$ cat src/hdl/lef_pkg.sv
`default_nettype none
package lef_pkg;

  // Character codes
  localparam logic [7:0] CH_BS    = 8'd8;
  localparam logic [7:0] CH_CR    = 8'd13;
  localparam logic [7:0] CH_SPACE = 8'd32;
  localparam logic [7:0] CH_BANG  = 8'd33;
  localparam logic [7:0] CH_SLASH = 8'd47;
  localparam logic [7:0] CH_ZERO  = 8'd48;
  localparam logic [7:0] CH_NINE  = 8'd57;
  localparam logic [7:0] CH_COLON = 8'd58;
  localparam logic [7:0] CH_TILDE = 8'd126;
  localparam logic [7:0] CH_DEL   = 8'd127;

  // Character classes
  typedef logic [1:0] cls_t;
  localparam cls_t CLS_DELIM = 2'd0;
  localparam cls_t CLS_ALPHA = 2'd1;
  localparam cls_t CLS_NUM   = 2'd2;

  // Result beat layout
  localparam int OUT_TDATA_W  = 48;
  localparam int OUT_TUSER_W  = 2;
  localparam int TUSER_NUM    = 0;
  localparam int TUSER_EMPTY  = 1;
  localparam int IDX_W        = 3;
  localparam int START_W      = 6;
  localparam int LEN_W        = 7;
  localparam int VAL_W        = 32;

  function automatic cls_t char_class(input logic [7:0] c);
    cls_t cls;
    cls = CLS_DELIM;
    if (c >= CH_ZERO && c <= CH_NINE) begin
      cls = CLS_NUM;
    end else if ((c >= CH_BANG && c <= CH_SLASH) || (c >= CH_COLON && c <= CH_TILDE)) begin
      cls = CLS_ALPHA;
    end
    return cls;
  endfunction

endpackage
`default_nettype wire

$ cat src/hdl/lef_ram.sv
`default_nettype none
module lef_ram #(
  parameter int WIDTH = 8,
  parameter int DEPTH = 64
) (
  input  wire logic                     clk,
  input  wire logic                     we,
  input  wire logic [$clog2(DEPTH)-1:0] waddr,
  input  wire logic [WIDTH-1:0]         wdata,
  input  wire logic                     re,
  input  wire logic [$clog2(DEPTH)-1:0] raddr,
  output logic      [WIDTH-1:0]         rdata
);

  logic [WIDTH-1:0] mem [DEPTH];

  // One write port, one registered read port
  always_ff @(posedge clk) begin
    if (we) begin
      mem[waddr] <= wdata;
    end
    if (re) begin
      rdata <= mem[raddr];
    end
  end

endmodule
`default_nettype wire

$ cat src/hdl/line_edit_and_field_tokenizer.sv
`default_nettype none
// Serial command line editor and field tokenizer.
// Input stream: one received character per beat on in_tdata. Printable
// characters are stored, backspace/delete drop the last stored one, other
// codes are ignored. While idle, in_tready is high and beats are taken.
// A carriage return, or a character that fills the LINE_CHARS store, ends
// the line. in_tready then drops while a sequencer walks the store through
// its registered read port: each character walked takes a read step and an
// evaluate step, each field followed by another adds an emit step (then the
// next field's first character is evaluated again), the final beat has its
// own emit step, held by a stalled receiver. A field past FIELD_LIMIT
// ends the walk early. Each beat shows on out_tvalid the cycle after its
// emit step, and in_tready returns in that same cycle after the final one.
// The accumulate step (value * 10 + digit) is one shift-add unit reused for
// every character.
// Output stream: one beat per field (at most FIELD_LIMIT), tlast on the
// final beat of the line; a line with no fields gives a single beat with
// the empty flag set. A finished beat waits in the output register while
// the scan goes on to the next field; a stalled receiver holds the scan.
// Reset clears the character count, the sequencer and the output valid;
// the store contents are not cleared.
module line_edit_and_field_tokenizer
  import lef_pkg::*;
#(
  parameter int LINE_CHARS  = 64,
  parameter int FIELD_LIMIT = 8
) (
  input  wire logic                   clk,
  input  wire logic                   rst_n,
  input  wire logic                   in_tvalid,
  output logic                        in_tready,
  input  wire logic [7:0]             in_tdata,   // [7:0] rx_char
  output logic                        out_tvalid,
  input  wire logic                   out_tready,
  // [2:0] field_index, [8:3] field_start, [15:9] field_length,
  // [47:16] field_value
  output logic [OUT_TDATA_W-1:0]      out_tdata,
  output logic [OUT_TUSER_W-1:0]      out_tuser,  // [0] field_numeric, [1] line_empty
  output logic                        out_tlast   // last_field
);

  localparam int CW = $clog2(LINE_CHARS + 1);
  localparam int AW = $clog2(LINE_CHARS);
  localparam int FW = $clog2(FIELD_LIMIT + 1);

  localparam logic [1:0] ST_IDLE = 2'd0;
  localparam logic [1:0] ST_RD   = 2'd1;
  localparam logic [1:0] ST_EV   = 2'd2;
  localparam logic [1:0] ST_EMIT = 2'd3;

  logic [1:0]       st_r, st_nxt;
  logic [CW-1:0]    cnt_r, cnt_nxt;
  logic [CW-1:0]    pos_r, pos_nxt;
  logic [FW-1:0]    fld_r, fld_nxt;
  logic             in_fld_r, in_fld_nxt;
  logic             cur_v_r, cur_v_nxt;
  logic             last_r, last_nxt;
  logic [AW-1:0]    start_r, start_nxt;
  logic [CW-1:0]    len_r, len_nxt;
  logic             num_r, num_nxt;
  logic [VAL_W-1:0] val_r, val_nxt;

  logic                   ovld_r, ovld_nxt;
  logic [OUT_TDATA_W-1:0] odata_r, odata_nxt;
  logic [OUT_TUSER_W-1:0] ouser_r, ouser_nxt;
  logic                   olast_r, olast_nxt;

  logic             in_acc;
  logic             we;
  logic             re;
  logic [7:0]       rd_data;
  cls_t             rd_cls;
  logic [CW-1:0]    pos_inc;
  logic [VAL_W-1:0] acc_base;
  logic [VAL_W-1:0] acc_out;
  logic             oreg_free;

  logic [FW+IDX_W-1:0]   idx_ext;
  logic [AW+START_W-1:0] start_ext;
  logic [CW+LEN_W-1:0]   len_ext;

  assign in_tready = (st_r == ST_IDLE);
  assign in_acc    = in_tvalid && in_tready;
  assign re        = (st_r == ST_RD);
  assign we        = in_acc && in_tdata >= CH_SPACE && in_tdata <= CH_TILDE;

  lef_ram #(
    .WIDTH (8),
    .DEPTH (LINE_CHARS)
  ) u_store (
    .clk   (clk),
    .we    (we),
    .waddr (cnt_r[AW-1:0]),
    .wdata (in_tdata),
    .re    (re),
    .raddr (pos_r[AW-1:0]),
    .rdata (rd_data)
  );

  assign rd_cls  = char_class(rd_data);
  assign pos_inc = pos_r + CW'(1);

  // Shared accumulate unit: value * 10 + (c - '0'), wrapping at 32 bits
  assign acc_base = in_fld_r ? val_r : '0;
  assign acc_out  = (acc_base << 3) + (acc_base << 1) + {24'd0, rd_data}
                    - {24'd0, CH_ZERO};

  assign oreg_free = !ovld_r || out_tready;

  // Output field widths are fixed; wider counters are masked
  assign idx_ext   = {{IDX_W{1'b0}}, fld_r - FW'(1)} ;
  assign start_ext = {{START_W{1'b0}}, start_r};
  assign len_ext   = {{LEN_W{1'b0}}, len_r};

  // Sequencer
  always_comb begin
    st_nxt     = st_r;
    cnt_nxt    = cnt_r;
    pos_nxt    = pos_r;
    fld_nxt    = fld_r;
    in_fld_nxt = in_fld_r;
    cur_v_nxt  = cur_v_r;
    last_nxt   = last_r;
    start_nxt  = start_r;
    len_nxt    = len_r;
    num_nxt    = num_r;
    val_nxt    = val_r;
    ovld_nxt   = ovld_r && !out_tready;
    odata_nxt  = odata_r;
    ouser_nxt  = ouser_r;
    olast_nxt  = olast_r;

    case (st_r)
      ST_IDLE: begin
        if (in_acc) begin
          pos_nxt    = '0;
          fld_nxt    = '0;
          in_fld_nxt = 1'b0;
          cur_v_nxt  = 1'b0;
          last_nxt   = 1'b1;
          if (we) begin
            cnt_nxt = cnt_r + CW'(1);
            if (cnt_r + CW'(1) == CW'(LINE_CHARS)) begin
              st_nxt = ST_RD;
            end
          end else if (in_tdata == CH_BS || in_tdata == CH_DEL) begin
            if (cnt_r != '0) begin
              cnt_nxt = cnt_r - CW'(1);
            end
          end else if (in_tdata == CH_CR) begin
            st_nxt = (cnt_r == '0) ? ST_EMIT : ST_RD;
          end
        end
      end

      ST_RD: begin
        st_nxt = ST_EV;
      end

      ST_EV: begin
        if (rd_cls == CLS_DELIM) begin
          in_fld_nxt = 1'b0;
          if (in_fld_r && fld_r == FW'(FIELD_LIMIT)) begin
            last_nxt = 1'b1;
            st_nxt   = ST_EMIT;
          end else begin
            pos_nxt  = pos_inc;
            last_nxt = 1'b1;
            st_nxt   = (pos_inc == cnt_r) ? ST_EMIT : ST_RD;
          end
        end else if (!in_fld_r && cur_v_r) begin
          // Next field found: send the held one first, then revisit this char
          last_nxt = 1'b0;
          st_nxt   = ST_EMIT;
        end else begin
          if (!in_fld_r) begin
            start_nxt = pos_r[AW-1:0];
            len_nxt   = CW'(1);
            num_nxt   = (rd_cls == CLS_NUM);
            fld_nxt   = fld_r + FW'(1);
            cur_v_nxt = 1'b1;
          end else begin
            len_nxt = len_r + CW'(1);
          end
          in_fld_nxt = 1'b1;
          val_nxt    = acc_out;
          pos_nxt    = pos_inc;
          last_nxt   = 1'b1;
          st_nxt     = (pos_inc == cnt_r) ? ST_EMIT : ST_RD;
        end
      end

      ST_EMIT: begin
        if (oreg_free) begin
          ovld_nxt  = 1'b1;
          olast_nxt = last_r;
          if (cur_v_r) begin
            odata_nxt = {(num_r ? val_r : {VAL_W{1'b0}}), len_ext[LEN_W-1:0],
                         start_ext[START_W-1:0], idx_ext[IDX_W-1:0]};
            ouser_nxt = {1'b0, num_r};
          end else begin
            odata_nxt = '0;
            ouser_nxt = '0;
            ouser_nxt[TUSER_EMPTY] = 1'b1;
          end
          cur_v_nxt = 1'b0;
          if (last_r) begin
            cnt_nxt = '0;
            st_nxt  = ST_IDLE;
          end else begin
            st_nxt = ST_EV;
          end
        end
      end

      default: begin
        st_nxt = ST_IDLE;
      end
    endcase
  end

  // Control registers
  always_ff @(posedge clk) begin
    if (!rst_n) begin
      st_r     <= ST_IDLE;
      cnt_r    <= '0;
      pos_r    <= '0;
      fld_r    <= '0;
      in_fld_r <= 1'b0;
      cur_v_r  <= 1'b0;
      last_r   <= 1'b0;
      ovld_r   <= 1'b0;
    end else begin
      st_r     <= st_nxt;
      cnt_r    <= cnt_nxt;
      pos_r    <= pos_nxt;
      fld_r    <= fld_nxt;
      in_fld_r <= in_fld_nxt;
      cur_v_r  <= cur_v_nxt;
      last_r   <= last_nxt;
      ovld_r   <= ovld_nxt;
    end
  end

  // Field and output payload registers
  always_ff @(posedge clk) begin
    start_r <= start_nxt;
    len_r   <= len_nxt;
    num_r   <= num_nxt;
    val_r   <= val_nxt;
    odata_r <= odata_nxt;
    ouser_r <= ouser_nxt;
    olast_r <= olast_nxt;
  end

  assign out_tvalid = ovld_r;
  assign out_tdata  = odata_r;
  assign out_tuser  = ouser_r;
  assign out_tlast  = olast_r;

endmodule
`default_nettype wire

$ cat config.mk
export PLATFORM = sky130hd
export DESIGN_NAME = line_edit_and_field_tokenizer
export DESIGN_NICKNAME = d
export VERILOG_FILES = /design/src/hdl/lef_pkg.sv /design/src/hdl/lef_ram.sv /design/src/hdl/line_edit_and_field_tokenizer.sv
export SDC_FILE = /design/constraint.sdc
export NUM_CORES = 1
export LEC_CHECK = 0
export ABC_CLOCK_PERIOD_IN_PS = 5300
export BUFFER_PORTS_ARGS = -buffer_cell sky130_fd_sc_hd__buf_2
export CORE_MARGIN = 3
export CORE_UTILIZATION = 25
export CTS_BUF_LIST = sky130_fd_sc_hd__clkbuf_16
export DETAILED_ROUTE_END_ITERATION = 10
export PLACE_DENSITY = 0.41
export SETUP_SLACK_MARGIN = 0.1
export SLEW_MARGIN = 0
export SYNTH_ARGS = -nofsm -noshare
export SYNTH_HDL_FRONTEND = slang
export SYNTH_SLANG_ARGS = --single-unit
$ cat constraint.sdc
create_clock -name clk -period 5.3 [get_ports clk]
set_clock_uncertainty 0.15 [all_clocks]
set_input_delay 1.06 -clock clk [delete_from_list [all_inputs] [get_ports clk]]
set_output_delay 1.06 -clock clk [all_outputs]
set_load 0.03 [all_outputs]
==> results of run 1 <==
[kinds of logic after synthesis]
logic type / synth area share (%)
DFF: 68.9
and+or+nand+nor: 5.98
muxes: 13.8
buffers and inverters: 2.16
AOI/OAI and AO/OA: 3.02
adders and majority gates: 4.63
xor gates and xnor gates: 1.49
[metrics by stage]
step | instance area (um^2) | power (mW)
after global placement | 29800 | 9.51
final | 32200 | 14.4
after floorplan | 27600 | 8.57
after global routing | 32200 | 15.2
after detailed placement | 29800 | 9.50
after CTS | 32200 | 14.6
[worst paths after layout]
kind                    end  slack, ns
setup / recovery  val_r[30]       0.95
hold / removal     val_r[0]       0.33
setup reg to reg  val_r[30]       0.95
hold reg to reg    val_r[0]       0.33
[registers in the layout, indices dropped and copies added (netlist names)]
name / count
out_tvalid: 1
u_store.mem: 512
num_r: 1
cnt_r: 7
out_tlast: 1
out_tuser: 2
last_r: 1
out_tdata: 48
pos_r: 7
in_fld_r: 1
start_r: 6
st_r: 2
cur_v_r: 1
val_r: 32
fld_r: 4
len_r: 7
u_store.rdata: 8
[metal layers]
layer,track usage (%),vias to the layer above,wire length (um)
met5,0,-,0
met4,4.08,0,1860
met3,2.05,109,2780
met2,19.3,314,32400
met1,17.1,7289,32700
li1,-,6405,-
[power breakdown]
group / internal, mW / switching [mW] / leakage (nW)
Sequential: 5.88 / 0.189 / 5.78
Combinational: 1.42 / 1.86 / 3.57
Clock: 2.95 / 2.07 / 1.23
[area by class of cell]
| class | instances | share of cell area (%) |
|---|---|---|
| Antenna cell | 1 | 0.00777 |
| Clock buffer | 76 | 5.91 |
| Clock inverter | 58 | 1.50 |
| Inverter | 75 | 0.874 |
| Multi-Input combinational cell | 783 | 24.8 |
| Sequential cell | 641 | 59.1 |
| Tap cell | 1476 | 5.74 |
| Timing Repair Buffer | 106 | 2.09 |
[cell usage in the layout (no fill, tap or decap), drive strengths merged, types with 37 or more instances in the layout]
cell | Yosys | layout
o21ai | 38 | 38
buf | 19 | 106
nor2 | 106 | 106
clkbuf | 60 | 76
a21oi | 37 | 37
and3 | 39 | 39
ha | 94 | 94
inv | 75 | 95
edfxtp | 617 | 617
mux4 | 168 | 168
nand2 | 69 | 69
==> metrics, run 1 <==
count leader, synth=edfxtp_1; Die Ht=338 um; post-cts resize count=0; Reg2Reg Depth=16; Setup Crit Path Kind=flop to flop; Core Box Area=109000 um^2; CP max stage delay=0.51 ns; WP data arrival=4.56 ns; antenna-violating nets left=0; Post-Route WL=69.8 mm; CTS tree=yes; CP endpoint kind=flop; Post-synth EDFFs=617; RSZ-0062 raised after global routing=no; share of cells above drive strength 1=23.2%; Worst-Skew Late Latency=0.63 ns; register area share after synthesis=68.9%; register area=19000 um^2; Critical Path Source Type=flop; # hold bufs at CTS=0; number of max-slew violations in the final report=0; initial core utilization=25.3%; final hold vios=0; pwr dens=447 nW/um^2; asr flop ratio synth=0%; setup tns final=0 ns; Post-Syn Instances=1578; Tot GR Track Use=12.2%; Critical Path Slowest Stage Cell=fa_1; post-synthesis sequential element count=641; Post-CTS Repair Setup Buffers=0; FP Rows=121; Synth area leader=edfxtp_1; crit path time final=4.35 ns; # port buffers=64; Data required, critical path=5.51 ns; top cell type's share of synthesized area=67.2%; LEAKAGE=10.6 nW; Avg WL per Cell=21.7 um; Core Util, Final=29.5%; initial antenna violation count=5; Mapped Avg Cell Area=17.5 um^2; min-delay src=u_store.rdata[0]; Worst-path clk slew=0.06 ns; outcome=finished clean; Setup WS pre-CTS=0.906 ns; Hold WS=0.331 ns; critical path, cell by cell=buf_4 -> nand2_1 -> ha_1 -> fa_1 -> inv_1 -> ha_1 -> nor2_1 -> o21ai_0 -> nand3_1 -> a21oi_1 -> a31oi_1 -> o211ai_1 -> a31o_2 -> a21o_1 -> a21oi_1 -> xnor2_1; first-pass GRT wire length=103 mm; min-delay worst type=flop to flop; hold depth=0; Num CTS Buffers=75; Post-DP HPWL=44.9 mm; Synth Cell Area=27600 um^2; GRT overflow=0; worst path bufs/invs=2; top cells by instance count after synthesis=edfxtp_1 (617), mux4_2 (168), nor2_1 (106), ha_1 (94), inv_1 (75); Max Root-Sink Buffers=3; cell family with most CP delay=compound AO/OA/AOI/OAI gates; Vias=14100; DRC viols=0; Distinct cells, synth=58; max cap viols=0; GPL Wtd Cong=0.757; area of the multi-input gates=7990 um^2; Synth area leaders=edfxtp_1 (67%), mux4_2 (14%), ha_1 (4.3%); # setup viols final=0; critical path depth in cells=16; Final nets=1793; CTS Sinks=641; Slew @ Worst Pin=1.13 ns; CTS Root Cell=clkbuf_16; drt pass-1 iters=5; largest net degree at the start of global routing=67; area delta synth->final=16.7%; R2R Path Start=in_fld_r; Die Area=114000 um^2; drt initial violations=936; vias in the first global route=14700; Slew Limit Headroom=24.1%; fin worst setup slack=0.946 ns; H-tree levels=3; Achievable Freq=230 MHz; Final Non-Filler Cells=3216; final period utilization=82.1%; Synth warnings=0; Syn Nets=1689; Worst Setup SP=in_fld_r; IO Pins=65; placed cell count=3081; Fillers=10800; Via-to-Cell Ratio=4.39; Die W=338 um; CP Max Fanout=26; Max IR drop VDD=0.201 mV; Synth Flop Type=edfxtp_1
Note: power is estimated with default switching activity, not from simulation.
==> run 2: changes to the inputs <==
Settings changed: ABC_AREA set to 1, ABC_CLOCK_PERIOD_IN_PS 5300 to 3700, PLACE_DENSITY 0.41 to 0.42.
Clock period 5.3 ns to 3.7 ns, I/O delays scaled along.
==> metrics, run 2 <==
Post-synth EDFFs=617 (unchanged); LEAKAGE=12.4 nW (+17%); share of power burned in registers=42.3% (about the same); Synth warnings=0 (unchanged); Via-to-Cell Ratio=4.66 (+6.1%); Slew Limit Headroom=42.1% (+18 points); outcome=finished clean; Mapped Avg Cell Area=11.1 um^2 (-37%); DRT met1 WL=38.5 mm (+18%); Post-DP HPWL=54.1 mm (+20%); initial core utilization=25.3% (+0.081 points); number of antenna diodes=0 (-1); top cells by instance count after synthesis=edfxtp_1 (617), nor2_1 (473), o21ai_0 (317), nand2_1 (309), inv_1 (191); first-pass GRT wire length=127 mm (+23%); max cap viols=0 (unchanged); share of cells above drive strength 1=11.6% (-12 points); register area share after synthesis=66.2% (-2.7 points); Slew @ Worst Pin=0.869 ns (-0.266 ns); Synth area leader=edfxtp_1; drt initial violations=1451 (+55%); H-tree levels=3 (unchanged); Power Total=20.3 mW (+41%); final hold vios=0 (unchanged); Setup WS pre-CTS=0.0264 ns (-0.880 ns); setup tns final=0 ns (unchanged); GRT overflow=0 (unchanged); top cell type's share of synthesized area=64.5% (-2.6 points); crit path time final=3.43 ns (-0.924 ns); Final Non-Filler Cells=4287 (+33%); IO Pins=65 (unchanged); Worst-path clk slew=0.06 ns (about the same); max reg flops=512 (unchanged); Vias=20000 (+41%); Syn Nets=2704 (+60%); Max Root-Sink Buffers=3 (unchanged); Data required, critical path=3.91 ns (-1.60 ns); Setup Crit Path Kind=flop to flop; count leader, synth=edfxtp_1; CTS Sinks=641 (unchanged); Post-CTS Repair Setup Buffers=0 (unchanged); met2 wire length=39.4 mm (+22%); clock share of power=34.7% (-0.2 points); Fillers=11700 (+7.7%); # setup viols final=0 (unchanged); sw frac=30.8% (+2.1 points); # port buffers=64 (unchanged); RSZ-0062 raised after global routing=yes; Critical Path Source Type=flop; Top reg by flops=u_store.mem; Synth Cell Area=28700 um^2 (+4.1%); area delta synth->final=17.6%; Synth Flop Type=edfxtp_1; DRC viols=0 (unchanged); net switching power=6.25 mW (+52%); Logic pwr share=23.0% (+0.2 points); CTS Root Cell=clkbuf_16; # hold bufs at CTS=0 (unchanged); vias in the first global route=20000 (+36%); top routing layer in use=met4; pwr dens=602 nW/um^2 (+35%); placed cell count=4156 (+35%); area of the multi-input gates=8440 um^2 (+5.7%); Avg WL per Cell=19.6 um (-9.8%); Synth area leaders=edfxtp_1 (65%), nor2_1 (6.2%), o21ai_0 (5.5%); initial antenna violation count=1 (-4); routed wl met3=3.98 mm (+43%); WP data arrival=3.64 ns (-0.92 ns); Die W=345 um (+2.0%); Pint=14.1 mW (+37%); Die Area=119000 um^2 (+4.0%); largest net degree at the start of global routing=102 (+52%); post-synthesis sequential element count=641 (unchanged); CTS tree=yes; Die Ht=345 um (+2.0%); most frequent cells in the layout=edfxtp_1 (617), nor2_1 (472), o21ai_0 (314); fin worst setup slack=0.270 ns (-0.676 ns); number of max-slew violations in the final report=0 (unchanged); Max IR drop VDD=0.276 mV (+37%); most common cell after layout, fill and taps aside=edfxtp_1; Distinct cells, synth=44 (-24%); Post-Syn Instances=2593 (+64%); Achievable Freq=292 MHz (+27%); antenna-violating nets left=0 (unchanged); GPL Wtd Cong=0.815 (+7.7%); asr flop ratio synth=0% (unchanged); Post-Route WL=83.9 mm (+20%); FP Rows=123 (+1.7%); Tot GR Track Use=14.0% (+1.8 points); drt pass-1 iters=7 (+2); Worst-Skew Late Latency=0.63 ns (about the same); min-delay worst type=input port to flop; Core Box Area=113000 um^2 (+3.8%); CP endpoint kind=flop; final period utilization=92.7% (+11 points); Final nets=2841 (+58%); CP Max Fanout=10 (-62%); register area=19000 um^2 (unchanged); Num CTS Buffers=72 (-4.0%)
[run 2: cells by family (layout without fill, tap and decap cells)]
kind of cell    count (synthesis)  after routing  share of synthesized area [%]
fa+ha+maj                      99             99                           4.45
xor+xnor                       34             34                           1.04
flops                         641            641                           66.2
simple gates                  889            889                           12.3
compound gates                605            605                           11.4
buf+inv                       325            519                           4.57
[run 2: worst max-delay path, cell delays in order, from the launching register on]
cell,delay (ns)
dfxtp_2,0.38
buf_6,0.16
nand2_1,0.11
fa_1,0.42
inv_1,0.08
fa_1,0.45
ha_4,0.28
a21oi_2,0.17
o21ai_2,0.09
buf_4,0.15
a21oi_2,0.16
o21ai_1,0.07
buf_4,0.16
nand3b_1,0.10
o211ai_1,0.10
nand2_1,0.08
nand2_1,0.05
[run 2: what timing repair did]
item,in CTS,in global routing
endpoints found under the hold margin,0,0
pin swaps,0,1
setup endpoints to repair,2,12
gates cloned,0,0
gates resized for setup,2,10
[run 2: path summary, 6_finish.rpt]
| kind | from | depth (start not counted) | slack, ns | to |
|---|---|---|---|---|
| worst max-delay path | in_fld_r | 16 | 0.27 | val_r[29] |
| worst min-delay path | rst_n | 3 | 0.31 | st_r[1] |
| worst max register to register | in_fld_r | 16 | 0.27 | val_r[29] |
| worst min register to register | u_store.rdata[0] | 0 | 0.36 | val_r[0] |
[run 2: final cells by class]
type	count	share of cell area (%)
clock inverters	58	1.41
inverters	194	2.17
multi-input cells	1627	25.0
repair buffers	194	4.15
well taps	1500	5.56
clock buffers	73	5.41
flip-flops and latches	641	56.3
[run 2: routing by layer]
layer  GRT usage, %  up-vias
li1               -     9444
met1           19.2     9867
met2           23.1      521
met3           1.89      126
met4           3.91        0
met5              0        -
[run 2: through the flow]
step	util, %	instance area, um^2	hold slack (ns)
6_report	29.8	33800	0.309
3_5_place_dp	27.7	31400	0.343
3_3_place_gp	27.7	31400	0.335
2_1_floorplan	-	28700	0.253
4_1_cts	29.8	33700	0.273
5_1_grt	29.8	33800	0.294
[run 2: power groups by stage]
stage	sequential, mW	combinational [mW]	clock [mW]
finish	8.60	4.69	7.05
global route	8.63	5.29	7.53
CTS	8.61	4.70	7.25
detailed placement	8.76	4.67	0
global placement	8.76	4.65	0
floorplan	8.75	3.09	0
==> run 3: changes to the inputs <==
Settings changed: GPL_TIMING_DRIVEN set to 0, RECOVER_POWER set to 50.
==> metrics, run 3 (synthesized netlist as in run 2, its figures left out) <==
cell family with most CP delay=simple AND/OR/NAND/NOR gates; initial antenna violation count=2 (+1); Post-DP HPWL=66.3 mm (+23%); Max IR drop VDD=0.311 mV (+13%); area delta synth->final=17.6% (about the same); Logic pwr share=25.8% (+2.8 points); CTS tree=yes; vias in the first global route=19600 (-2.1%); CTS Sinks=641 (unchanged); # port buffers=64 (unchanged); Pint=14.0 mW (-0.44%); Setup Crit Path Kind=flop to flop; drt initial violations=1864 (+28%); setup tns final=0 ns (unchanged); share of cells above drive strength 1=10.1% (-1.4 points); Final nets=2858 (+0.60%); Top reg by flops=u_store.mem; Avg WL per Cell=22.8 um (+17%); RSZ-0062 raised after global routing=yes; Num CTS Buffers=71 (-1.4%); Via-to-Cell Ratio=4.70 (+0.93%); register area=19000 um^2 (about the same); clock share of power=33.4% (-1.3 points); largest net degree at the start of global routing=68 (-33%); CP max stage delay=0.76 ns (+0.31 ns); top routing layer in use=met4; Post-Route WL=98.3 mm (+17%); most common cell after layout, fill and taps aside=edfxtp_1; CP endpoint kind=flop; final period utilization=98.1% (+5.4 points); routed wl met3=6.42 mm (+62%); Critical Path Source Type=flop; Power Total=20.9 mW (+2.9%); first-pass GRT wire length=140 mm (+11%); outcome=finished clean; DRC viols=0 (unchanged); Data required, critical path=3.80 ns (-0.11 ns); Worst-Skew Late Latency=0.63 ns (about the same); min-delay src=out_tready; sw frac=33.0% (+2.3 points); number of max-slew violations in the final report=0 (unchanged); max cap viols=0 (unchanged); Max Root-Sink Buffers=3 (unchanged); pwr dens=620 nW/um^2 (+3.0%); most frequent cells in the layout=edfxtp_1 (617), nor2_1 (416), o21ai_0 (308); FP Rows=123 (unchanged); Die Area=119000 um^2 (unchanged); CTS Root Cell=clkbuf_16; share of power burned in registers=40.8% (-1.5 points); Worst-path clk slew=0.06 ns (about the same); H-tree levels=3 (unchanged); R2R Path Start=st_r[0]; Fillers=11900 (+1.9%); Critical Path Slowest Stage Cell=nor2_2; DRT met1 WL=44.0 mm (+14%); Core Box Area=113000 um^2 (unchanged); Tot GR Track Use=16.3% (+2.3 points); Slew @ Worst Pin=1.17 ns (+0.300 ns); Die Ht=345 um (unchanged); net switching power=6.91 mW (+11%); WP data arrival=3.73 ns (+0.09 ns); Die W=345 um (unchanged); crit path time final=3.63 ns (+0.199 ns); final hold vios=0 (unchanged); Worst Setup SP=st_r[0]; # setup viols final=0 (unchanged); IO Pins=65 (unchanged); antenna-violating nets left=0 (unchanged); met2 wire length=45.3 mm (+15%); GPL Wtd Cong=0.928 (+14%); worst path bufs/invs=4 (unchanged); max reg flops=512 (unchanged); Achievable Freq=276 MHz (-5.5%); CP most frequent cell=nand2_1; drt pass-1 iters=7 (unchanged); min-delay worst type=input port to flop; critical path, cell by cell=inv_1 -> ha_1 -> nand2_1 -> nor3_2 -> nand2_1 -> buf_6 -> inv_1 -> buf_4 -> nand2_1 -> nor2_2; LEAKAGE=12.0 nW (-2.8%); CP Max Fanout=10 (unchanged); initial core utilization=25.3% (unchanged); GRT overflow=0 (unchanged); Slew Limit Headroom=21.8% (-20 points); area of the multi-input gates=8750 um^2 (+3.7%); Vias=20200 (+1.4%)
## run 3: worst paths after layout
| check | cells past startpoint | slack (ns) | end |
|---|---|---|---|
| worst min register to register | 0 | 0.33 | val_r[0] |
| worst max register to register | 10 | 0.07 | u_store.mem[8][2] |
| worst max-delay path | 10 | 0.07 | u_store.mem[8][2] |
| worst min-delay path | 4 | 0.31 | out_tvalid |
## run 3: worst min-delay path: stages
cell	delay [ns]
buf_2	0.10
inv_1	0.08
nand2_1	0.06
a21oi_1	0.05
## run 3: power groups by stage
stage                     clock, mW  combinational (mW)  sequential [mW]
after floorplan                   0                3.09             8.75
after global placement            0                5.03             8.72
after detailed placement          0                5.03             8.71
after CTS                      7.16                5.28             8.55
after global routing           7.43                5.93             8.57
final                          6.99                5.40             8.55
## run 3: final cells by class
type                       count  area share, %
sequential                   641           56.3
multi-input combinational   1627           25.9
tap                         1500           5.56
clock buffer                  73           5.41
inverter                     194           2.16
buffer                       131           1.94
timing repair buffer          81           1.45
clock inverter                57           1.26
antenna                        1        0.00741
## run 3: metrics by stage
| step | cell area [um^2] | worst slack [ns] | utilization (%) | cells | hold WS [ns] |
|---|---|---|---|---|---|
| CTS | 33600 | -0.0589 | 29.6 | 4297 | 0.269 |
| global route | 33800 | -0.0696 | 29.8 | 4305 | 0.304 |
| global placement | 30900 | -1.37 | 27.3 | 4157 | 0.317 |
| detailed placement | 31000 | -1.19 | 27.4 | 4161 | 0.315 |
| floorplan | 28700 | 0.129 | - | 2593 | 0.253 |
| finish | 33800 | 0.0716 | 29.8 | 4305 | 0.312 |
## run 3: timing repair
item | 4_1_cts | 5_1_grt
hold buffers | 0 | 0
setup endpoints to repair | 530 | 227
pin swaps | 6 | 10
gates resized for setup | 65 | 61
buffers inserted | 6 | 7
## run 3: layer usage
layer,track usage [%],vias up
li1,-,9478
met1,22.6,9998
met2,26.3,621
met3,2.87,131
met4,4.39,0
met5,0,-
